===== src/rtl/ffa_pkg.sv =====
`default_nettype none
// ----------------------------------------------------------------------------
// ffa_pkg
// shared types and constants of the first-fit allocator with nur eviction
// ----------------------------------------------------------------------------
package ffa_pkg;

  localparam int MAX_BLOCKS_DEF = 32;
  localparam int TIME_WIDTH_DEF = 16;

  localparam logic [15:0] MEM_SIZE_RST = 16'd1024;
  localparam logic [7:0]  PERIOD_RST   = 8'd10;
  localparam logic [1:0]  CLS_OWNED    = 2'd3;

  typedef enum logic [1:0] {
    OPC_ALLOC = 2'd0,
    OPC_REF   = 2'd1,
    OPC_TICK  = 2'd2,
    OPC_RSVD  = 2'd3
  } opcode_t;

  typedef enum logic [2:0] {
    ST_PLACED     = 3'd0,
    ST_EVICTED    = 3'd1,
    ST_NO_SPACE   = 3'd2,
    ST_TABLE_FULL = 3'd3,
    ST_REF_DONE   = 3'd4,
    ST_NOT_RES    = 3'd5,
    ST_TICK_DONE  = 3'd6
  } status_t;

  typedef enum logic [0:0] {
    CFG_MEM_SIZE     = 1'b0,
    CFG_CLOCK_PERIOD = 1'b1
  } cfg_idx_t;

  typedef enum logic [3:0] {
    OP_NONE,
    OP_SCAN_START,
    OP_FIT_STEP,
    OP_EVS_STEP,
    OP_IDX_BEST,
    OP_PLACE,
    OP_EVICT_LOAD,
    OP_MERGE_PREV,
    OP_MERGE_NEXT,
    OP_REF,
    OP_TICK
  } dp_op_t;

  typedef struct packed {
    dp_op_t  op;
    logic    latch;
    logic    emit;
    status_t code;
  } dp_cmd_t;

  typedef struct packed {
    logic in_range;
    logic fit_hit;
    logic ref_hit;
    logic needs_split;
    logic full;
    logic best_found;
    logic req_zero;
  } dp_status_t;

endpackage
`default_nettype wire


===== src/rtl/ffa_ctrl.sv =====
`default_nettype none
// ----------------------------------------------------------------------------
// ffa_ctrl
// sequencer for allocate, reference and tick items; owns the result valid
// ----------------------------------------------------------------------------
module ffa_ctrl import ffa_pkg::*; (
  input  wire logic       clk,
  input  wire logic       rst_n,
  input  wire logic       in_valid,
  output logic            in_ready,
  input  wire logic [1:0] in_opcode,
  output logic            out_valid,
  input  wire logic       out_ready,
  output logic            cfg_ready,
  output dp_cmd_t         cmd,
  input  wire dp_status_t st
);

  typedef enum logic [3:0] {
    S_IDLE, S_FIT, S_PLACE, S_EVSCAN, S_EVLOAD, S_MPREV, S_MNEXT, S_RFIND, S_TICK
  } state_t;

  state_t state_r, state_nxt;
  logic   out_valid_r, out_valid_nxt;
  logic   slot_free;

  assign slot_free = !out_valid_r || out_ready;
  assign in_ready  = state_r == S_IDLE;
  assign cfg_ready = state_r == S_IDLE;
  assign out_valid = out_valid_r;

  always_comb begin
    state_nxt = state_r;
    cmd.op    = OP_NONE;
    cmd.latch = 1'b0;
    cmd.emit  = 1'b0;
    cmd.code  = ST_NO_SPACE;
    case (state_r)
      S_IDLE: begin
        if (in_valid) begin
          cmd.latch = 1'b1;
          cmd.op    = OP_SCAN_START;
          case (in_opcode)
            OPC_ALLOC: state_nxt = S_FIT;
            OPC_REF:   state_nxt = S_RFIND;
            OPC_TICK:  state_nxt = S_TICK;
            default:   state_nxt = S_IDLE;
          endcase
        end
      end
      S_FIT: begin
        if (st.req_zero) begin
          if (slot_free) begin
            cmd.emit  = 1'b1;
            state_nxt = S_IDLE;
          end
        end else if (!st.in_range) begin
          cmd.op    = OP_SCAN_START;
          state_nxt = S_EVSCAN;
        end else if (st.fit_hit) begin
          state_nxt = S_PLACE;
        end else begin
          cmd.op = OP_FIT_STEP;
        end
      end
      S_PLACE: begin
        if (slot_free) begin
          cmd.emit  = 1'b1;
          state_nxt = S_IDLE;
          if (st.needs_split && st.full) begin
            cmd.code = ST_TABLE_FULL;
          end else begin
            cmd.code = ST_PLACED;
            cmd.op   = OP_PLACE;
          end
        end
      end
      S_EVSCAN: begin
        if (st.in_range) begin
          cmd.op = OP_EVS_STEP;
        end else if (!st.best_found) begin
          if (slot_free) begin
            cmd.emit  = 1'b1;
            state_nxt = S_IDLE;
          end
        end else begin
          cmd.op    = OP_IDX_BEST;
          state_nxt = S_EVLOAD;
        end
      end
      S_EVLOAD: begin
        if (slot_free) begin
          cmd.emit  = 1'b1;
          cmd.code  = ST_EVICTED;
          cmd.op    = OP_EVICT_LOAD;
          state_nxt = S_MPREV;
        end
      end
      S_MPREV: begin
        cmd.op    = OP_MERGE_PREV;
        state_nxt = S_MNEXT;
      end
      S_MNEXT: begin
        cmd.op    = OP_MERGE_NEXT;
        state_nxt = S_FIT;
      end
      S_RFIND: begin
        if (!st.in_range) begin
          if (slot_free) begin
            cmd.emit  = 1'b1;
            cmd.code  = ST_NOT_RES;
            state_nxt = S_IDLE;
          end
        end else if (st.ref_hit) begin
          if (slot_free) begin
            cmd.emit  = 1'b1;
            cmd.code  = ST_REF_DONE;
            cmd.op    = OP_REF;
            state_nxt = S_IDLE;
          end
        end else begin
          cmd.op = OP_FIT_STEP;
        end
      end
      S_TICK: begin
        if (slot_free) begin
          cmd.emit  = 1'b1;
          cmd.code  = ST_TICK_DONE;
          cmd.op    = OP_TICK;
          state_nxt = S_IDLE;
        end
      end
      default: state_nxt = S_IDLE;
    endcase
    out_valid_nxt = cmd.emit ? 1'b1 : (out_ready ? 1'b0 : out_valid_r);
  end

  always_ff @(posedge clk) begin
    if (!rst_n) begin
      state_r     <= S_IDLE;
      out_valid_r <= 1'b0;
    end else begin
      state_r     <= state_nxt;
      out_valid_r <= out_valid_nxt;
    end
  end

  a_emit_free: assert property (@(posedge clk) disable iff (!rst_n)
    cmd.emit |-> slot_free)
    else $error("result overwritten before taken");

  a_busy_no_cfg: assert property (@(posedge clk) disable iff (!rst_n)
    state_r != S_IDLE |-> !cfg_ready && !in_ready)
    else $error("ports open while busy");

  a_out_held: assert property (@(posedge clk) disable iff (!rst_n)
    out_valid_r && !out_ready |=> out_valid_r)
    else $error("result beat dropped while stalled");

endmodule
`default_nettype wire


===== config.mk =====
export PLATFORM = sky130hd
export DESIGN_NAME = ffa_ctrl
export DESIGN_NICKNAME = d
export VERILOG_FILES = /design/src/rtl/ffa_pkg.sv /design/src/rtl/ffa_ctrl.sv
export SDC_FILE = /design/constraint.sdc
export NUM_CORES = 1
export LEC_CHECK = 0
export ABC_AREA = 1
export BUFFER_PORTS_ARGS = -buffer_cell sky130_fd_sc_hd__buf_2
export CORE_UTILIZATION = 49
export DETAILED_ROUTE_END_ITERATION = 12
export PLACE_DENSITY = 0.88
export SYNTH_ARGS = -nofsm -noshare
export SYNTH_HDL_FRONTEND = slang
export SYNTH_SLANG_ARGS = --single-unit

===== constraint.sdc =====
create_clock -name clk -period 1.4 [get_ports clk]
set_input_delay 0.07 -clock clk [delete_from_list [all_inputs] [get_ports clk]]
set_output_delay 0.07 -clock clk [all_outputs]
set_load 0.005 [all_outputs]

==> results of run 1 <==
## how the worst max path moves through the flow
stage | from | to | slack, ns | depth (start not counted)
2_1_floorplan | out_valid | cmd[6] | 0.17 | 7
3_3_place_gp | state_r[0] | state_r[1] | -0.02 | 7
3_5_place_dp | state_r[0] | state_r[1] | -0.06 | 7
4_1_cts | state_r[2] | cmd[6] | -0.1 | 8
5_1_grt | state_r[3] | cmd[3] | -0.20 | 6
6_report | state_r[3] | cmd[3] | -0.16 | 6
## per-stage QoR
stage | std cells | power [µW] | utilization [%]
after floorplan | 129 | 737 | -
after global placement | 168 | 908 | 64.2
after detailed placement | 168 | 929 | 64.2
after CTS | 174 | 1210 | 73.8
after global routing | 176 | 1420 | 79.4
final | 176 | 1300 | 79.4
## state kept, by name (all words and copies together) (netlist names)
signal     flops
out_valid      1
state_r        4
## power breakdown
part           leakage (µW)  internal [µW]  switching (µW)
combinational      0.000532            354             530
clock             0.0000150            108            55.3
sequential        0.0000442            188            65.3
## layout make-up
class / instances / share of cell area (%)
Tap cell: 15 / 1.75
Timing Repair Buffer: 32 / 17.2
Clock buffer: 4 / 2.45
Inverter: 25 / 9.57
Multi-Input combinational cell: 95 / 58.2
Sequential cell: 5 / 10.9
## cell usage in the layout, fill, tap and decap left out, drive strengths merged
master / Yosys / routed
nor2: 24 / 24
a21oi: 4 / 4
inv: 24 / 24
clkbuf: 1 / 4
o31ai: 1 / 1
buf: 3 / 32
nand3b: 1 / 1
nand3: 10 / 10
o2111ai: 1 / 1
dfxtp: 5 / 5
clkinv: 1 / 1
nor3: 6 / 6
or2: 1 / 1
nand4: 2 / 2
o311ai: 1 / 1
o21ai: 11 / 11
nand2: 33 / 33
## logic make-up after synthesis
kind of cell / count (synthesis) / synth area share, %
AOI/OAI and AO/OA: 18 / 15.3
buffers and inverters: 29 / 17.2
DFF: 5 / 13.7
and+or+nand+nor: 77 / 53.9
## worst min-delay path: stages
cell,delay [ns]
buf_2,0.09
o31ai_1,0.08
nand2_2,0.06
nor2_1,0.03
## per-layer routing
layer  track usage, %  wire length, µm  part of all wire [%]  vias to the layer above
li1                 -                -                     -                      473
met3             6.11              150                   6.4                        8
met2             55.6             1220                    52                       46
met4             20.0               50                   2.1                        0
met1             30.7              934                    40                      438
met5                0                0                     0                        -
## what timing repair did
action | in CTS | in global routing
gates resized for setup | 33 | 18
setup endpoints to repair | 9 | 12
pin swaps | 7 | 11
buffers inserted | 2 | 2
==> Implementation_results.wiki, run 1 <==
{| class="wikitable"
! Metric !! Value
|-
| Footprint of the flip-flops and latches || approximately 120 µm²
|-
| Yosys warnings || 0
|-
| Ratio of final minimum period to clock period || 112%
|-
| Critical path arrival || 1.49 ns
|-
| Worst path max stage delay || roughly 0.37 ns
|-
| Die Y-Extent || around 41 µm
|-
| Worst Hold Class || in2reg
|-
| FFs w/ async S/R, synth || 0%
|-
| Setup repair after global routing missed its margin || yes
|-
| Type of the setup path with the least slack || reg2out
|-
| CP Max Fanout || 4
|-
| Worst Min Path Start || in_opcode[0]
|-
| Crit path max-delay family || simple AND/OR/NAND/NOR gates
|-
| Count of boundary I/O pins || 25
|-
| Maximum root-to-sink buffer count || 2
|-
| Setup crit start kind || flip-flop
|-
| Detailed Routing Iterations Pass 1 || 4
|-
| Most used standard cell by instance count after synthesis || nand2_1
|-
| Total count of max-transition violations in the final report || 0
|-
| Total inserted antenna cells || 0
|-
| Layout filler cell count || ~110
|-
| Reg2reg end || state_r[2]
|-
| Worst path buffer plus inverter count || 1
|-
| Pre-CTS setup slack || -0.0583 ns
|-
| WL/cell || between 10 and 15 µm
|-
| CTS tree || done
|-
| Avg Inst Size Synth || roughly 5.7 µm²
|-
| Initial core utilization || a little over half
|-
| Synth top cells by count || 27 x nand2_1, 19 x inv_1, 18 x nor2_1, 7 x nand3_1, 7 x o21ai_0
|-
| Overall via count from detail_route || about 970
|-
| Area of the mapped netlist || about 730 µm²
|-
| Final hold violations || 0
|-
| Largest net degree at the start of global routing || 9
|-
| Nature of the critical path endpoint || output port
|-
| Area growth, synth to finish || 47.0%
|-
| Remaining number of nets flagged by the antenna check after routing || 0
|-
| Setup tns final || -0.659 ns
|-
| Max capacitance violation total || 0
|-
| H-Tree Level Count || 1
|-
| DRC marker count from the first detailed-route iteration || 35
|-
| Fraction of synthesized cell area taken by the top area cell type || 13.9%
|-
| Slew at the pin with the worst max-slew slack || ~0.30 ns
|-
| Most common flop cell mapped by yosys || dfxtp_1
|-
| Count of hold buffers inserted by post-cts repair || 0
|-
| Final weighted congestion in routability-driven placement || between 0.9 and 1
|-
| Rel. slew slack || about four fifths
|-
| Final setup fails || 10
|-
| CTS root buffer || clkbuf_4
|-
| Number of CTS-inserted buffers || 3
|-
| WHS Path Cells || 4
|-
| Beginning of the worst register-to-register path || state_r[3]
|-
| Initial antenna violation count || 0
|-
| Worst VDD drop || 0.773 mV
|-
| Clock transition time at the flip-flop clock pins of the worst setup and hold paths || approximately 0.040 ns
|-
| Port buffer count || 24
|-
| Placed inst area || ~870 µm²
|-
| HPWL after detailed placement || roughly 1600 µm
|-
| Number of nets in the final layout || ~180
|-
| Violated checks || setup timing
|-
| Fmax || between 600 and 700 MHz
|-
| Power per cell area || 1210 nW/µm²
|-
| Total Routed Length || roughly 2400 µm
|-
| Required time of the critical path || between 1 and 1.5 ns
|-
| Non-Filler Cell Area, Final || ~1100 µm²
|-
| Run status || finished, violations left
|-
| Latest clock arrival within the worst-skew pair || 0.24 ns
|-
| Time the worst path needs with I/O delays and setup || between 1.5 and 2 ns
|-
| Setup slack of the most critical reg-to-reg path || -0.01 ns
|-
| Via count normalized by instance count || between 5 and 6
|-
| Area taken by multi-input logic gates || 624 µm²
|-
| Most area-hungry cell type in the Yosys netlist || nand2_1
|-
| Placeable Area || roughly 1400 µm²
|-
| Highest-delay cell along the critical path || dfxtp_4
|-
| Critical-path cell list || nor2_4, nand3_2, nor3_1, nor2_1, nand3_1, buf_2
|-
| Number of synthesized register bits || 5
|-
| Rows || 13
|-
| Ratio of cells with drive above 1 in the final layout || about 53%
|-
| First-pass GRT wire length || approximately 3200 µm
|-
| Final setup margin || -0.161 ns
|-
| Post-synth cell types || 27
|-
| Worst Reg-to-Reg Cells || 9
|-
| P_leak || between 0.0005 and 0.0006 µW
|-
| Via count of the first global-routing pass || 792
|-
| Gate Count Post-Synth || ~130
|-
| GRT Util Overall || a little under a third
|-
| Maximum clock skew at final layout || 0.000770 ns
|-
| Width of the die || roughly 41 µm
|-
| Number of clock sinks seen by CTS || 5
|-
| Net count of the mapped netlist || around 140
|-
| Seq/Total Area, Yosys || a little over an eighth
|-
| Floorplan die area || between 1500 and 2000 µm²
|-
| Area contributors post-synth || nand2_1 14%, dfxtp_1 14%, inv_1 9.8%
|-
| Worst hold slack || ~0.13 ns
|-
| Total congestion overflow after global routing || 0
|-
| Number of flops mapped to enable cells by yosys || 0
|-
| Endpoint of the worst hold-timing path || state_r[3]
|-
| DRC errors left || 0
|}
(Power assumes the default switching activity.)
==> run 2: changes to the inputs <==
--- a/config.mk
+++ b/config.mk
@@ -6,10 +6,13 @@
 export NUM_CORES = 1
 export LEC_CHECK = 0
 export ABC_AREA = 1
+export ABC_CLOCK_PERIOD_IN_PS = 1400
 export BUFFER_PORTS_ARGS = -buffer_cell sky130_fd_sc_hd__buf_2
-export CORE_UTILIZATION = 49
+export CORE_ASPECT_RATIO = 1.2
+export CORE_UTILIZATION = 38
 export DETAILED_ROUTE_END_ITERATION = 12
-export PLACE_DENSITY = 0.88
+export PLACE_DENSITY = 0.73
 export SYNTH_ARGS = -nofsm -noshare
 export SYNTH_HDL_FRONTEND = slang
 export SYNTH_SLANG_ARGS = --single-unit
+export TNS_END_PERCENT = 30
==> run 2 against run 1 <==
The flow still finishes with violations (setup timing). Power down 4.9%. Die area up 27%. Largest cell class unchanged. Global-route usage down 8.3 points. Utilization down 23 points. Non-clock buffer count up 1. Highest routed layer unchanged. Wire length down 9.3%. Register-to-register slack better by 0.06 ns.
==> Implementation_results.wiki, run 2 (synthesized netlist as in run 1, its figures left out) <==
{| class="wikitable"
! Metric !! Value
|-
| Number of flip-flops in the largest register || 4
|-
| CTS tree || done
|-
| DRC errors left || 0
|-
| Initial core utilization || about 40%
|-
| Number of clock sinks seen by CTS || 5
|-
| Internal power contribution || around 640 µW
|-
| HPWL after detailed placement || around 1600 µm
|-
| DRC marker count from the first detailed-route iteration || 30
|-
| Worst VDD drop || between 0.6 and 0.7 mV
|-
| Rel. slew slack || 83.5%
|-
| GRT Util Overall || roughly 22%
|-
| Number of instances in the placed design || 173
|-
| Slew at the pin with the worst max-slew slack || 0.245 ns
|-
| H-Tree Level Count || 1
|-
| Critical path arrival || 1.41 ns
|-
| Non-filler cells, final || 181
|-
| Fmax || 676 MHz
|-
| Via count normalized by instance count || about 5.2
|-
| Initial antenna violation count || 0
|-
| Reg2reg end || state_r[2]
|-
| Rows || 17
|-
| Clock transition time at the flip-flop clock pins of the worst setup and hold paths || ~0.040 ns
|-
| Register bank with the most flops || state_r
|-
| Final hold violations || 0
|-
| Latest clock arrival within the worst-skew pair || between 0.2 and 0.25 ns
|-
| WL/cell || between 10 and 15 µm
|-
| Endpoint of the worst hold-timing path || state_r[3]
|-
| CTS root buffer || clkbuf_4
|-
| CP dominant cell by count || nor2_4
|-
| Highest-delay cell along the critical path || dfxtp_4
|-
| Port buffer count || 24
|-
| Final setup margin || -0.0792 ns
|-
| Power per cell area || approximately 1200 nW/µm²
|-
| Sw power || about 590 µW
|-
| Count of boundary I/O pins || 25
|-
| Detailed Routing Iterations Pass 1 || 4
|-
| Beginning of the worst register-to-register path || state_r[3]
|-
| Switching share of power || 48.1%
|-
| Area growth, synth to finish || 40.7%
|-
| Clk network pwr share || between 10% and 20%
|-
| Worst Hold Class || in2reg
|-
| Maximum clock skew at final layout || ~0.0041 ns
|-
| Number of nets in the final layout || 176
|-
| Width of the die || roughly 42 µm
|-
| Setup slack of the most critical reg-to-reg path || ~0.050 ns
|-
| Ratio of final minimum period to clock period || 106%
|-
| Placeable Area || between 1500 and 2000 µm²
|-
| Nature of the critical path endpoint || output port
|-
| Worst Min Path Start || rst_n
|-
| Worst path buffer plus inverter count || 3
|-
| Total count of max-transition violations in the final report || 0
|-
| Largest net degree at the start of global routing || 9
|-
| Final setup fails || 8
|-
| Total Routed Length || 2130 µm
|-
| Required time of the critical path || between 1 and 1.5 ns
|-
| Critical-path cell list || inv_4, nand2_4, nor2_4, inv_2, nor2_4, or2_1, nor3_2, nand2_1, buf_2
|-
| Footprint of the flip-flops and latches || 114 µm²
|-
| Setup repair after global routing missed its margin || yes
|-
| Pre-CTS setup slack || -0.0248 ns
|-
| WHS Path Cells || 3
|-
| First-pass GRT wire length || approximately 3600 µm
|-
| Maximum root-to-sink buffer count || 2
|-
| Total congestion overflow after global routing || 0
|-
| Setup crit start kind || flip-flop
|-
| Most common library cell in the layout ignoring fill and taps || buf_2
|-
| Worst Reg-to-Reg Cells || 8
|-
| Run status || finished, violations left
|-
| Remaining number of nets flagged by the antenna check after routing || 0
|-
| Layout filler cell count || around 190
|-
| Gate power share || 67.7%
|-
| Ratio of cells with drive above 1 in the final layout || around 49%
|-
| Violated checks || setup timing
|-
| Floorplan die area || approximately 2100 µm²
|-
| Crit path max-delay family || simple AND/OR/NAND/NOR gates
|-
| Max capacitance violation total || 0
|-
| Highest-count cells in the layout ignoring fill and taps || 24 x buf_2, 22 x nand2_1, 16 x inv_1
|-
| Total inserted antenna cells || 0
|-
| Number of CTS-inserted buffers || 3
|-
| Area taken by multi-input logic gates || ~580 µm²
|-
| Overall via count from detail_route || between 900 and 1000
|-
| Type of the setup path with the least slack || reg2out
|-
| P_leak || between 0.0005 and 0.0006 µW
|-
| Die Y-Extent || roughly 50 µm
|-
| Final weighted congestion in routability-driven placement || 0.862
|-
| Time the worst path needs with I/O delays and setup || between 1 and 1.5 ns
|-
| Via count of the first global-routing pass || a little under 900
|-
| CP Max Fanout || 4
|-
| Worst path max stage delay || 0.39 ns
|-
| Reg power frac || between 15 and 20%
|}
## run 2: cell types whose count changed in the layout (fill, tap and decap cells not counted), moves of 2 or more
cell,before,now
o21ai_2,2,0
inv_4,3,1
a21oi_1,2,4
a21oi_2,2,0
nand2_4,6,4
buf_4,7,9
## run 2: power by group through the flow
stage	combinational, µW	clock [µW]	sequential, µW
final	837	159	240
after global routing	926	181	247
after CTS	786	168	232
after detailed placement	721	0	218
after global placement	716	0	215
after floorplan	523	0	213
## run 2: area by class of cell
cell class | instances | share of cell area (%)
repair buffers | 33 | 18.3
flip-flops and latches | 5 | 11.1
well taps | 19 | 2.32
inverters | 25 | 9.51
multi-input cells | 95 | 56.2
clock buffers | 4 | 2.56
## run 2: how the worst max path moves through the flow
| stage | cells past startpoint | start | endpoint |
|---|---|---|---|
| 5_1_grt | 6 | state_r[3] | cmd[3] |
| 2_1_floorplan | 7 | out_valid | cmd[6] |
| 3_3_place_gp | 9 | state_r[3] | cmd[0] |
| 6_report | 9 | state_r[3] | cmd[6] |
| 3_5_place_dp | 8 | state_r[2] | cmd[0] |
| 4_1_cts | 9 | state_r[3] | cmd[6] |
## run 2: what timing repair did
item | in CTS | in global routing
pin swaps | 4 | 5
resized for setup | 26 | 9
hold endpoints to repair | 0 | 0
hold buffers | 0 | 0
endpoints found under the setup margin | 8 | 12
buffers inserted | 0 | 4
## run 2: per-stage QoR
| step | hold slack, ns | cell area [µm²] | util (%) | setup TNS [ns] | total power [µW] |
|---|---|---|---|---|---|
| final | 0.118 | 1030 | 56.1 | -0.379 | 1240 |
| after global routing | 0.130 | 1030 | 56.1 | -1.43 | 1350 |
| after CTS | 0.115 | 977 | 53.4 | -0.474 | 1190 |
| after detailed placement | 0.367 | 880 | 48.1 | -0.0320 | 939 |
| after global placement | 0.357 | 880 | 48.1 | -0.00888 | 931 |
| after floorplan | 0.243 | 729 | - | 0 | 737 |
## run 2: layer usage
| layer | up-vias | share of wire [%] | routed length (µm) | GRT usage (%) |
|---|---|---|---|---|
| met5 | - | 0 | 0 | 0 |
| met4 | 0 | 3.0 | 63 | 8.06 |
| met3 | 8 | 5.8 | 124 | 3.66 |
| met2 | 36 | 51 | 1080 | 40.9 |
| met1 | 419 | 40 | 862 | 25.1 |
| li1 | 475 | - | - | - |
## run 2: tightest hold or removal path: cells and delay by family
| kind | cells | cell delay, ns |
|---|---|---|
| AND/OR/NAND/NOR | 1 | 0.10 |
| buffers and inverters | 2 | 0.15 |
==> run 3: changes to the inputs <==
--- a/config.mk
+++ b/config.mk
@@ -11,7 +11,8 @@
 export CORE_ASPECT_RATIO = 1.2
 export CORE_UTILIZATION = 38
 export DETAILED_ROUTE_END_ITERATION = 12
-export PLACE_DENSITY = 0.73
+export PLACE_DENSITY = 0.71
+export SLEW_MARGIN = 20
 export SYNTH_ARGS = -nofsm -noshare
 export SYNTH_HDL_FRONTEND = slang
 export SYNTH_SLANG_ARGS = --single-unit
==> run 3 against run 2 <==
The flow still finishes with violations (setup timing). Worst setup slack got worse by 0.035 ns. Highest routed layer unchanged. Die area stayed put. Hold slack lost 0.0070 ns. Clock-buffer cell count is the same. Power rose by 4.7%. Cell count rose by 1.1%. Wire length is 5.9% higher. Largest power group unchanged. Clock skew decreased by 0.00068 ns.
==> Implementation_results.wiki, run 3 (synthesized netlist as in run 1, its figures left out) <==
{| class="wikitable"
! Metric !! Value
|-
| CP Max Fanout || 7
|-
| Total power of the final layout || around 1300 µW
|-
| DRC errors left || 0
|-
| Highest-delay cell along the critical path || dfxtp_4
|-
| Setup repair after global routing missed its margin || yes
|-
| H-Tree Level Count || 1
|-
| Layout filler cell count || 181
|-
| DRC marker count from the first detailed-route iteration || 6
|-
| WL/cell || 12.3 µm
|-
| Fmax || between 600 and 700 MHz
|-
| Critical-path cell list || inv_4, nand2_4, nor2_4, inv_2, nor2_4, or2_1, nor3_2, nand2_1, buf_2
|-
| Final weighted congestion in routability-driven placement || approximately 0.9
|-
| Number of clock sinks seen by CTS || 5
|-
| Total Routed Length || approximately 2300 µm
|-
| Initial core utilization || about two fifths
|-
| Non-filler cells, final || about 180
|-
| Port buffer count || 24
|-
| Worst VDD drop || 0.721 mV
|-
| Run status || finished, violations left
|-
| Nature of the critical path endpoint || output port
|-
| Number of nets in the final layout || between 150 and 200
|-
| Ratio of final minimum period to clock period || 108%
|-
| CTS root buffer || clkbuf_4
|-
| Crit path max-delay family || simple AND/OR/NAND/NOR gates
|-
| Slew at the pin with the worst max-slew slack || 0.266 ns
|-
| Placeable Area || around 1800 µm²
|-
| GRT Util Overall || between 20 and 25%
|-
| Final setup fails || 7
|-
| Total congestion overflow after global routing || 0
|-
| Die Y-Extent || roughly 50 µm
|-
| Detailed Routing Iterations Pass 1 || 4
|-
| Count of boundary I/O pins || 25
|-
| Setup crit start kind || flip-flop
|-
| Rel. slew slack || 82.0%
|-
| Latest clock arrival within the worst-skew pair || between 0.2 and 0.25 ns
|-
| Number of instances in the placed design || ~170
|-
| Largest net degree at the start of global routing || 9
|-
| Initial antenna violation count || 0
|-
| Fin util || about three fifths
|-
| Max capacitance violation total || 0
|-
| CP dominant cell by count || nor2_4
|-
| First-pass GRT wire length || ~3500 µm
|-
| Maximum root-to-sink buffer count || 2
|-
| Most common library cell in the layout ignoring fill and taps || buf_2
|-
| Power per cell area || between 1000 and 1500 nW/µm²
|-
| Worst Hold Class || in2reg
|-
| Worst path max stage delay || 0.39 ns
|-
| P_leak || between 0.0006 and 0.0007 µW
|-
| Total inserted antenna cells || 0
|-
| Critical path arrival || roughly 1.4 ns
|-
| Via count normalized by instance count || 5.15
|-
| Remaining number of nets flagged by the antenna check after routing || 0
|-
| Rows || 17
|-
| Final hold violations || 0
|-
| Total count of max-transition violations in the final report || 0
|-
| Via count of the first global-routing pass || 842
|-
| HPWL after detailed placement || about 1600 µm
|-
| Type of the setup path with the least slack || reg2out
|-
| Floorplan die area || approximately 2100 µm²
|-
| CTS tree || done
|-
| Clock transition time at the flip-flop clock pins of the worst setup and hold paths || ~0.040 ns
|-
| Number of CTS-inserted buffers || 3
|-
| Width of the die || approximately 42 µm
|-
| Maximum clock skew at final layout || around 0.0035 ns
|-
| Worst path buffer plus inverter count || 3
|-
| Final setup margin || -0.114 ns
|-
| Ratio of cells with drive above 1 in the final layout || around 50%
|-
| Violated checks || setup timing
|-
| Highest-count cells in the layout ignoring fill and taps || 24 x buf_2, 23 x nand2_1, 15 x inv_1
|-
| Time the worst path needs with I/O delays and setup || about 1.5 ns
|-
| Number of flip-flops in the largest register || 4
|-
| Area growth, synth to finish || 46.8%
|-
| Overall via count from detail_route || 943
|-
| Required time of the critical path || roughly 1.3 ns
|-
| Register bank with the most flops || state_r
|}
==> run 3: cell count changes in the layout (fill, tap and decap cells not counted), sizes merged <==
cell,delta
buf,+2
==> run 3: power breakdown <==
part / switching [µW] / total, µW / internal (µW)
logic: 506 / 876 / 371
registers: 62.1 / 250 / 188
clock network: 59.9 / 168 / 108
total: 628 / 1290 / 667
==> run 3: area by class of cell <==
class	instances	area [µm²]	share of cell area [%]
flip-flops and latches	5	116	10.9
well taps	19	23.8	2.22
repair buffers	35	203	18.9
inverters	25	105	9.81
multi-input cells	95	597	55.7
clock buffers	4	26.3	2.45
==> run 3: per-stage QoR <==
step | cell area (µm²) | hold WS [ns] | setup TNS, ns | setup slack (ns)
finish | 1070 | 0.111 | -0.621 | -0.114
global route | 1070 | 0.121 | -1.50 | -0.217
CTS | 991 | 0.112 | -0.400 | -0.0992
detailed placement | 880 | 0.369 | -0.0513 | -0.0297
global placement | 880 | 0.366 | -0.0442 | -0.0293
floorplan | 729 | 0.243 | 0 | 0.170
==> run 3: repair_timing <==
action | 4_1_cts | 5_1_grt
hold buffers | 0 | 0
cloned | 0 | 0
pin swaps | 3 | 5
buffers inserted | 1 | 5
gates resized for setup | 30 | 13
endpoints found under the setup margin | 9 | 12
==> run 3: path summary, 6_finish.rpt <==
path	from	end	slack [ns]	depth (start not counted)
worst max register to register	state_r[3]	state_r[1]	0.07	9
worst min register to register	state_r[2]	state_r[2]	0.55	2
worst max-delay path	state_r[0]	cmd[6]	-0.11	9
worst min-delay path	rst_n	state_r[3]	0.11	3
==> run 3: layer usage <==
layer	vias to the layer above	wire length (µm)	track usage [%]	share of wire (%)
li1	476	-	-	-
met1	430	890	22.5	39
met2	28	1230	39.6	55
met3	9	59	2.93	2.6
met4	0	74	12.4	3.3
met5	-	0	0	0
==> run 3: tightest hold or removal path: cells and delay by family <==
family / cells / cell delay (ns)
buffers and inverters: 2 / 0.14
and+or+nand+nor: 1 / 0.10
